`config.mk`:
```
export PLATFORM = sky130hd
export DESIGN_NAME = nvs_ctrl
export DESIGN_NICKNAME = d
export VERILOG_FILES = /design/src/rtl/nvs_pkg.sv /design/src/rtl/nvs_ctrl.sv
export SDC_FILE = /design/constraint.sdc
export NUM_CORES = 1
export LEC_CHECK = 0
export BUFFER_PORTS_ARGS = -buffer_cell sky130_fd_sc_hd__buf_2
export CAP_MARGIN = 10
export CORE_UTILIZATION = 55
export DETAILED_ROUTE_END_ITERATION = 7
export HOLD_SLACK_MARGIN = 0.08
export PLACE_DENSITY_LB_ADDON = 0.3
export SLEW_MARGIN = 20
export SYNTH_ARGS = -nofsm -noshare
export SYNTH_HDL_FRONTEND = slang
export SYNTH_SLANG_ARGS = --single-unit
```
`constraint.sdc`:
```
create_clock -name clock -period 3.1 [get_ports clock]
set_input_delay 0.31 -clock clock [delete_from_list [all_inputs] [get_ports clock]]
set_output_delay 0.31 -clock clock [all_outputs]
set_load 0.02 [all_outputs]
```
`src/rtl/nvs_pkg.sv`:
```
// ----------------------------------------------------------------------------
// nvs_pkg
// shared types and constants of the nearest vector search block
// ----------------------------------------------------------------------------
package nvs_pkg;

   localparam logic [1:0] OP_BUILD = 2'd0;
   localparam logic [1:0] OP_ADD   = 2'd1;
   localparam logic [1:0] OP_QUERY = 2'd2;
   localparam logic [1:0] OP_NONE  = 2'd3;

   localparam logic [1:0] ST_OK       = 2'd0;
   localparam logic [1:0] ST_EMPTY    = 2'd1;
   localparam logic [1:0] ST_DIM_ERR  = 2'd2;
   localparam logic [1:0] ST_FULL     = 2'd3;

   localparam logic CSR_VECTOR_LENGTH = 1'b0;
   localparam logic CSR_TOP_K         = 1'b1;

   // commands from controller to datapath
   typedef struct packed {
      logic clr_best;   // reset ranking list
      logic acc_clr;    // clear distance accumulator
      logic acc_en;     // accumulate one product
      logic insert;     // rank finished distance
   } dp_cmd_type;

endpackage

```
`src/rtl/nvs_ctrl.sv`:
```
// ----------------------------------------------------------------------------
// nvs_ctrl
// search sequencer: walks entries and elements, then emits ranked words
// ----------------------------------------------------------------------------
module nvs_ctrl #(
   parameter int ENT_W = 8,
   parameter int DIM_W = 7,
   parameter int K_W   = 3
) (
   input  logic             clock,
   input  logic             reset,
   input  logic             go,
   input  logic [ENT_W:0]   n_entries,
   input  logic [DIM_W:0]   n_dim,
   input  logic [K_W:0]     n_out,
   output logic             busy,
   output logic [ENT_W-1:0] rd_entry,
   output logic [DIM_W-1:0] rd_elem,
   output logic             emit,
   output logic [K_W-1:0]   emit_rank,
   output logic             emit_last,
   output nvs_pkg::dp_cmd_type cmd
);

   typedef enum logic [4:0] {
      S_IDLE  = 5'b00001,
      S_READ  = 5'b00010,
      S_DRAIN = 5'b00100,
      S_INS   = 5'b01000,
      S_OUT   = 5'b10000
   } state_type;

   state_type state_ff, state_in;
   logic [ENT_W:0]   ent_ff, ent_in;
   logic [DIM_W:0]   elem_ff, elem_in;
   logic [1:0]       drain_ff, drain_in;
   logic [K_W:0]     rk_ff, rk_in;
   logic             v1_ff, v2_ff;

   always_ff @(posedge clock) begin
      if (reset) begin
         state_ff <= S_IDLE;
         ent_ff   <= '0;
         elem_ff  <= '0;
         drain_ff <= '0;
         rk_ff    <= '0;
         v1_ff    <= 1'b0;
         v2_ff    <= 1'b0;
      end else begin
         state_ff <= state_in;
         ent_ff   <= ent_in;
         elem_ff  <= elem_in;
         drain_ff <= drain_in;
         rk_ff    <= rk_in;
         v1_ff    <= (state_ff == S_READ);
         v2_ff    <= v1_ff;
      end
   end

   // memory read register, then product register, then accumulate
   always_comb begin
      state_in = state_ff;
      ent_in   = ent_ff;
      elem_in  = elem_ff;
      drain_in = drain_ff;
      rk_in    = rk_ff;
      cmd      = '0;
      cmd.acc_en = v2_ff;
      unique case (state_ff)
         S_IDLE: begin
            if (go) begin
               state_in     = S_READ;
               ent_in       = '0;
               elem_in      = '0;
               cmd.clr_best = 1'b1;
               cmd.acc_clr  = 1'b1;
            end
         end
         S_READ: begin
            if (elem_ff + 1'b1 == n_dim) begin
               state_in = S_DRAIN;
               drain_in = 2'd0;
            end else begin
               elem_in = elem_ff + 1'b1;
            end
         end
         S_DRAIN: begin
            drain_in = drain_ff + 2'd1;
            if (drain_ff == 2'd1) state_in = S_INS;
         end
         S_INS: begin
            cmd.insert  = 1'b1;
            cmd.acc_clr = 1'b1;
            elem_in     = '0;
            if (ent_ff + 1'b1 == n_entries) begin
               state_in = S_OUT;
               rk_in    = '0;
            end else begin
               ent_in   = ent_ff + 1'b1;
               state_in = S_READ;
            end
         end
         S_OUT: begin
            rk_in = rk_ff + 1'b1;
            if (rk_ff + 1'b1 == n_out) state_in = S_IDLE;
         end
         default: state_in = S_IDLE;
      endcase
   end

   assign busy      = (state_ff != S_IDLE);
   assign rd_entry  = ent_ff[ENT_W-1:0];
   assign rd_elem   = elem_ff[DIM_W-1:0];
   assign emit      = (state_ff == S_OUT);
   assign emit_rank = rk_ff[K_W-1:0];
   assign emit_last = (rk_ff + 1'b1 == n_out);

endmodule

```
==> summary.json <==
{
  "grt_start_max_net_pins": 33,
  "timing.max_cap.violations": 0,
  "worst_ep_arrival_time_ns": 2.90,
  "clk_root_buffer_cell": "clkbuf_8",
  "timing.critical_path.cells": "ha_1 -> nand3_2 -> a22oi_1 -> o2111ai_1 -> a2111o_1 -> nor2_1 -> buf_4 -> o21ai_0",
  "tritoncts.num_buffers": 5,
  "finalWirelength_mm": 5.40,
  "timing.setup.tns_ns": 0,
  "nFillCells": 404,
  "synth_seq_area_share_pct": 24.0,
  "switching_power_mw": 0.250,
  "share_comb_of_total_power_pct": 17.0,
  "r2r_slack_ns": 0.37,
  "synth-edff-count": 0,
  "cts_tree": "done",
  "cts.repair_timing.setup_buffer_count": 0,
  "die_h_um": 69.4,
  "global_route.overflow_total": 0,
  "holdCritPathClass": "primary input to flip-flop",
  "ys.flop_type": "dfxtp_1",
  "critical_path.slowest_cell": "a2111o_1",
  "antennaDiodeCount": 0,
  "timing.setup.critical_path_class": "flip-flop to flip-flop",
  "cts.reportedPaths.clkPinSlew_ns": 0.07,
  "leakagePower_nw": 1.10,
  "post_route_cells_drive_above_1_share_pct": 21.0,
  "layout.cells.most_common_list": "48 x buf_2, 30 x dfxtp_1, 17 x nand3_1, 17 x xnor2_1, 16 x nor2_1",
  "remaining_drc_errors": 0,
  "ys_async_sr_fraction_pct": 0,
  "final_critical_path_setup_slack_ns": 0.367,
  "drtIter0Drc": 213,
  "final_util_pct": 61.5,
  "yosys_warnings": 0,
  "antenna_found_initial": 0,
  "crit_family": "compound AO/OA/AOI/OAI gates",
  "number_of_global_route_vias_before_repair": 2072,
  "preCtsSetupSlack_ns": 0.440,
  "vdd.ir_drop.worst_mv": 0.220,
  "syn_inst": 307,
  "synth_area_um2": 2500,
  "fmaxAchievable_mhz": 366,
  "avgSynthCellArea_um2": 8.14,
  "layout_worst_path_cycle_share_pct": 88.2,
  "dp.final_hpwl_mm": 3.90,
  "globalRouteTotalUtil_pct": 23.0,
  "gpl.final_weighted_congestion": 0.930,
  "critPathBufInv": 1,
  "final_net_count": 355,
  "worst_tran_pin_value_ns": 0.569,
  "die_width_um": 69.4,
  "cts_htree_levels": 2,
  "ioPinCount": 49,
  "timing.critical_path.fanout_max": 11,
  "drt_pass1_iterations": 4,
  "yosys_register_bits": 30,
  "vias_per_cell": 6.11,
  "port_buffer_cells": 48,
  "drt.antenna.violating_nets": 0,
  "core_footprint_um2": 4350,
  "stdcell_area_um2": 2680,
  "power_report.internal_total_mw": 0.637,
  "row_count": 24,
  "grt_setup_unrepaired": "no",
  "critPathLaunchType": "flip-flop",
  "final_hold_violation_count": 0,
  "power_per_cell_area_nw_per_um2": 331,
  "clock_tree.buffer_depth": 2,
  "clk_lat_worst_skew_ns": 0.28,
  "final_setup_violation_count": 0,
  "wire_length_of_the_first_global_routing_pass_mm": 9.15,
  "crit_path_max_incr_delay_ns": 0.54,
  "critical_path_required_ns": 3.26,
  "syn-num-nets": 335,
  "clock_skew_ns": 0.00552,
  "finalCriticalPeriod_ns": 2.73,
  "via_count": 2322,
  "cp-end-kind": "flip-flop",
  "power_frac_clock_pct": 36.7,
  "share_seq_of_total_power_pct": 46.2,
  "place_area_um2": 2580,
  "area_growth_pct": 7.11,
  "hold_buf_count_cts": 0,
  "final-max-slew-violation-count": 0,
  "synth.lib_cells_used.distinct": 66,
  "fp.dieArea_um2": 4820,
  "sw_ratio_pct": 28.2,
  "timing.slew.headroom_pct": 62.1,
  "status": "completed",
  "numClockSinks": 30,
  "initial_core_utilization_pct": 57.4,
  "layout_commonest_cell": "buf_2",
  "post_drt_wl_per_cell_um": 14.2,
  "number_of_instances_resized_during_post_cts_repair": 0
}
## power by group through the flow
stage	Clock (mW)	Sequential [mW]	Combinational (mW)
after floorplan	0	0.410	0.112
after global placement	0	0.418	0.150
after detailed placement	0	0.418	0.151
after CTS	0.330	0.410	0.152
after global routing	0.351	0.412	0.168
final	0.326	0.410	0.151
## logic make-up (layout without fill, tap and decap cells)
group,Yosys count,in the layout,share of synthesized area (%)
compound gates,76,76,23.0
xor+xnor,29,29,11.0
fa+ha+maj,4,4,2.00
buf+inv,50,71,11.6
flops,30,30,24.0
simple gates,118,118,28.3
## state kept, by name (all words and copies together) (netlist names)
name / cells
drain_ff: 2
rk_ff: 4
v2_ff: 1
v1_ff: 1
ent_ff: 9
state_ff: 5
elem_ff: 8
## cell usage after synthesis (all sizes together) (2+ instances only)
cell type / count / share of area [%]
clkinv: 2 / 0.30
o41ai: 7 / 2.5
a22oi: 3 / 0.90
nand3: 18 / 3.8
and4: 3 / 1.1
and2: 6 / 1.5
a21boi: 2 / 0.60
o41a: 2 / 0.90
o311ai: 2 / 0.70
nand2b: 13 / 3.3
o211a: 2 / 0.80
nand4: 4 / 1.0
a211oi: 3 / 1.1
o2111ai: 3 / 1.1
a21oi: 11 / 2.2
or3b: 2 / 0.70
or3: 6 / 1.5
o211ai: 5 / 1.7
nor2b: 4 / 1.0
nor4: 3 / 0.75
dfxtp: 30 / 24
a21o: 3 / 0.90
nor4b: 2 / 0.70
nor3b: 3 / 0.90
xnor2: 18 / 6.6
nand2: 7 / 1.1
inv: 9 / 1.4
nor3: 4 / 0.80
buf: 32 / 8.9
o21a: 2 / 0.60
o311a: 4 / 1.6
o21ai: 14 / 2.8
xor2: 10 / 3.5
and3: 9 / 2.3
ha: 4 / 2.0
or2: 4 / 1.0
o2bb2ai: 2 / 0.70
nand3b: 9 / 2.7
clkbuf: 7 / 1.1
nor2: 16 / 2.4
## through the flow
| step | power, mW | hold slack [ns] | cells |
|---|---|---|---|
| after CTS | 0.892 | 0.382 | 380 |
| after floorplan | 0.521 | 0.414 | 307 |
| after global placement | 0.568 | 0.419 | 372 |
| after global routing | 0.931 | 0.424 | 380 |
| after detailed placement | 0.569 | 0.443 | 372 |
| final | 0.887 | 0.390 | 380 |
## per-layer routing
layer	up-vias	share of wire, %	GRT usage (%)	wire length, um
met4	0	1.0	6.58	55
li1	1160	-	-	-
met3	7	5.9	5.23	319
met5	-	0	0	0
met2	81	43	36.0	2340
met1	1074	50	31.5	2690
## layout make-up
| type | instances | area (um^2) | share of cell area, % |
|---|---|---|---|
| Inverter | 11 | 41.3 | 1.54 |
| Timing Repair Buffer | 52 | 270 | 10.1 |
| Tap cell | 52 | 65.1 | 2.43 |
| Multi-Input combinational cell | 227 | 1610 | 60.1 |
| Clock inverter | 1 | 5.00 | 0.187 |
| Clock buffer | 7 | 86.3 | 3.23 |
| Sequential cell | 30 | 601 | 22.4 |
## worst min-delay path, delay by kind of cell
family / cells / cell delay, ns
AOI/OAI and AO/OA: 2 / 0.15
buffers and inverters: 2 / 0.17
## path summary, 6_finish.rpt
check,startpoint,end,depth (start not counted)
worst max-delay path,ent_ff[0]$_SDFFE_PP0P_,rk_ff[0]$_SDFFE_PP0P_,8
worst min register to register,v1_ff$_SDFF_PP0_,v2_ff$_SDFF_PP0_,1
worst max register to register,ent_ff[0]$_SDFFE_PP0P_,rk_ff[0]$_SDFFE_PP0P_,8
worst min-delay path,go,state_ff[0]$_SDFFE_PP1P_,4
Note: power is estimated with default switching activity, not from simulation.
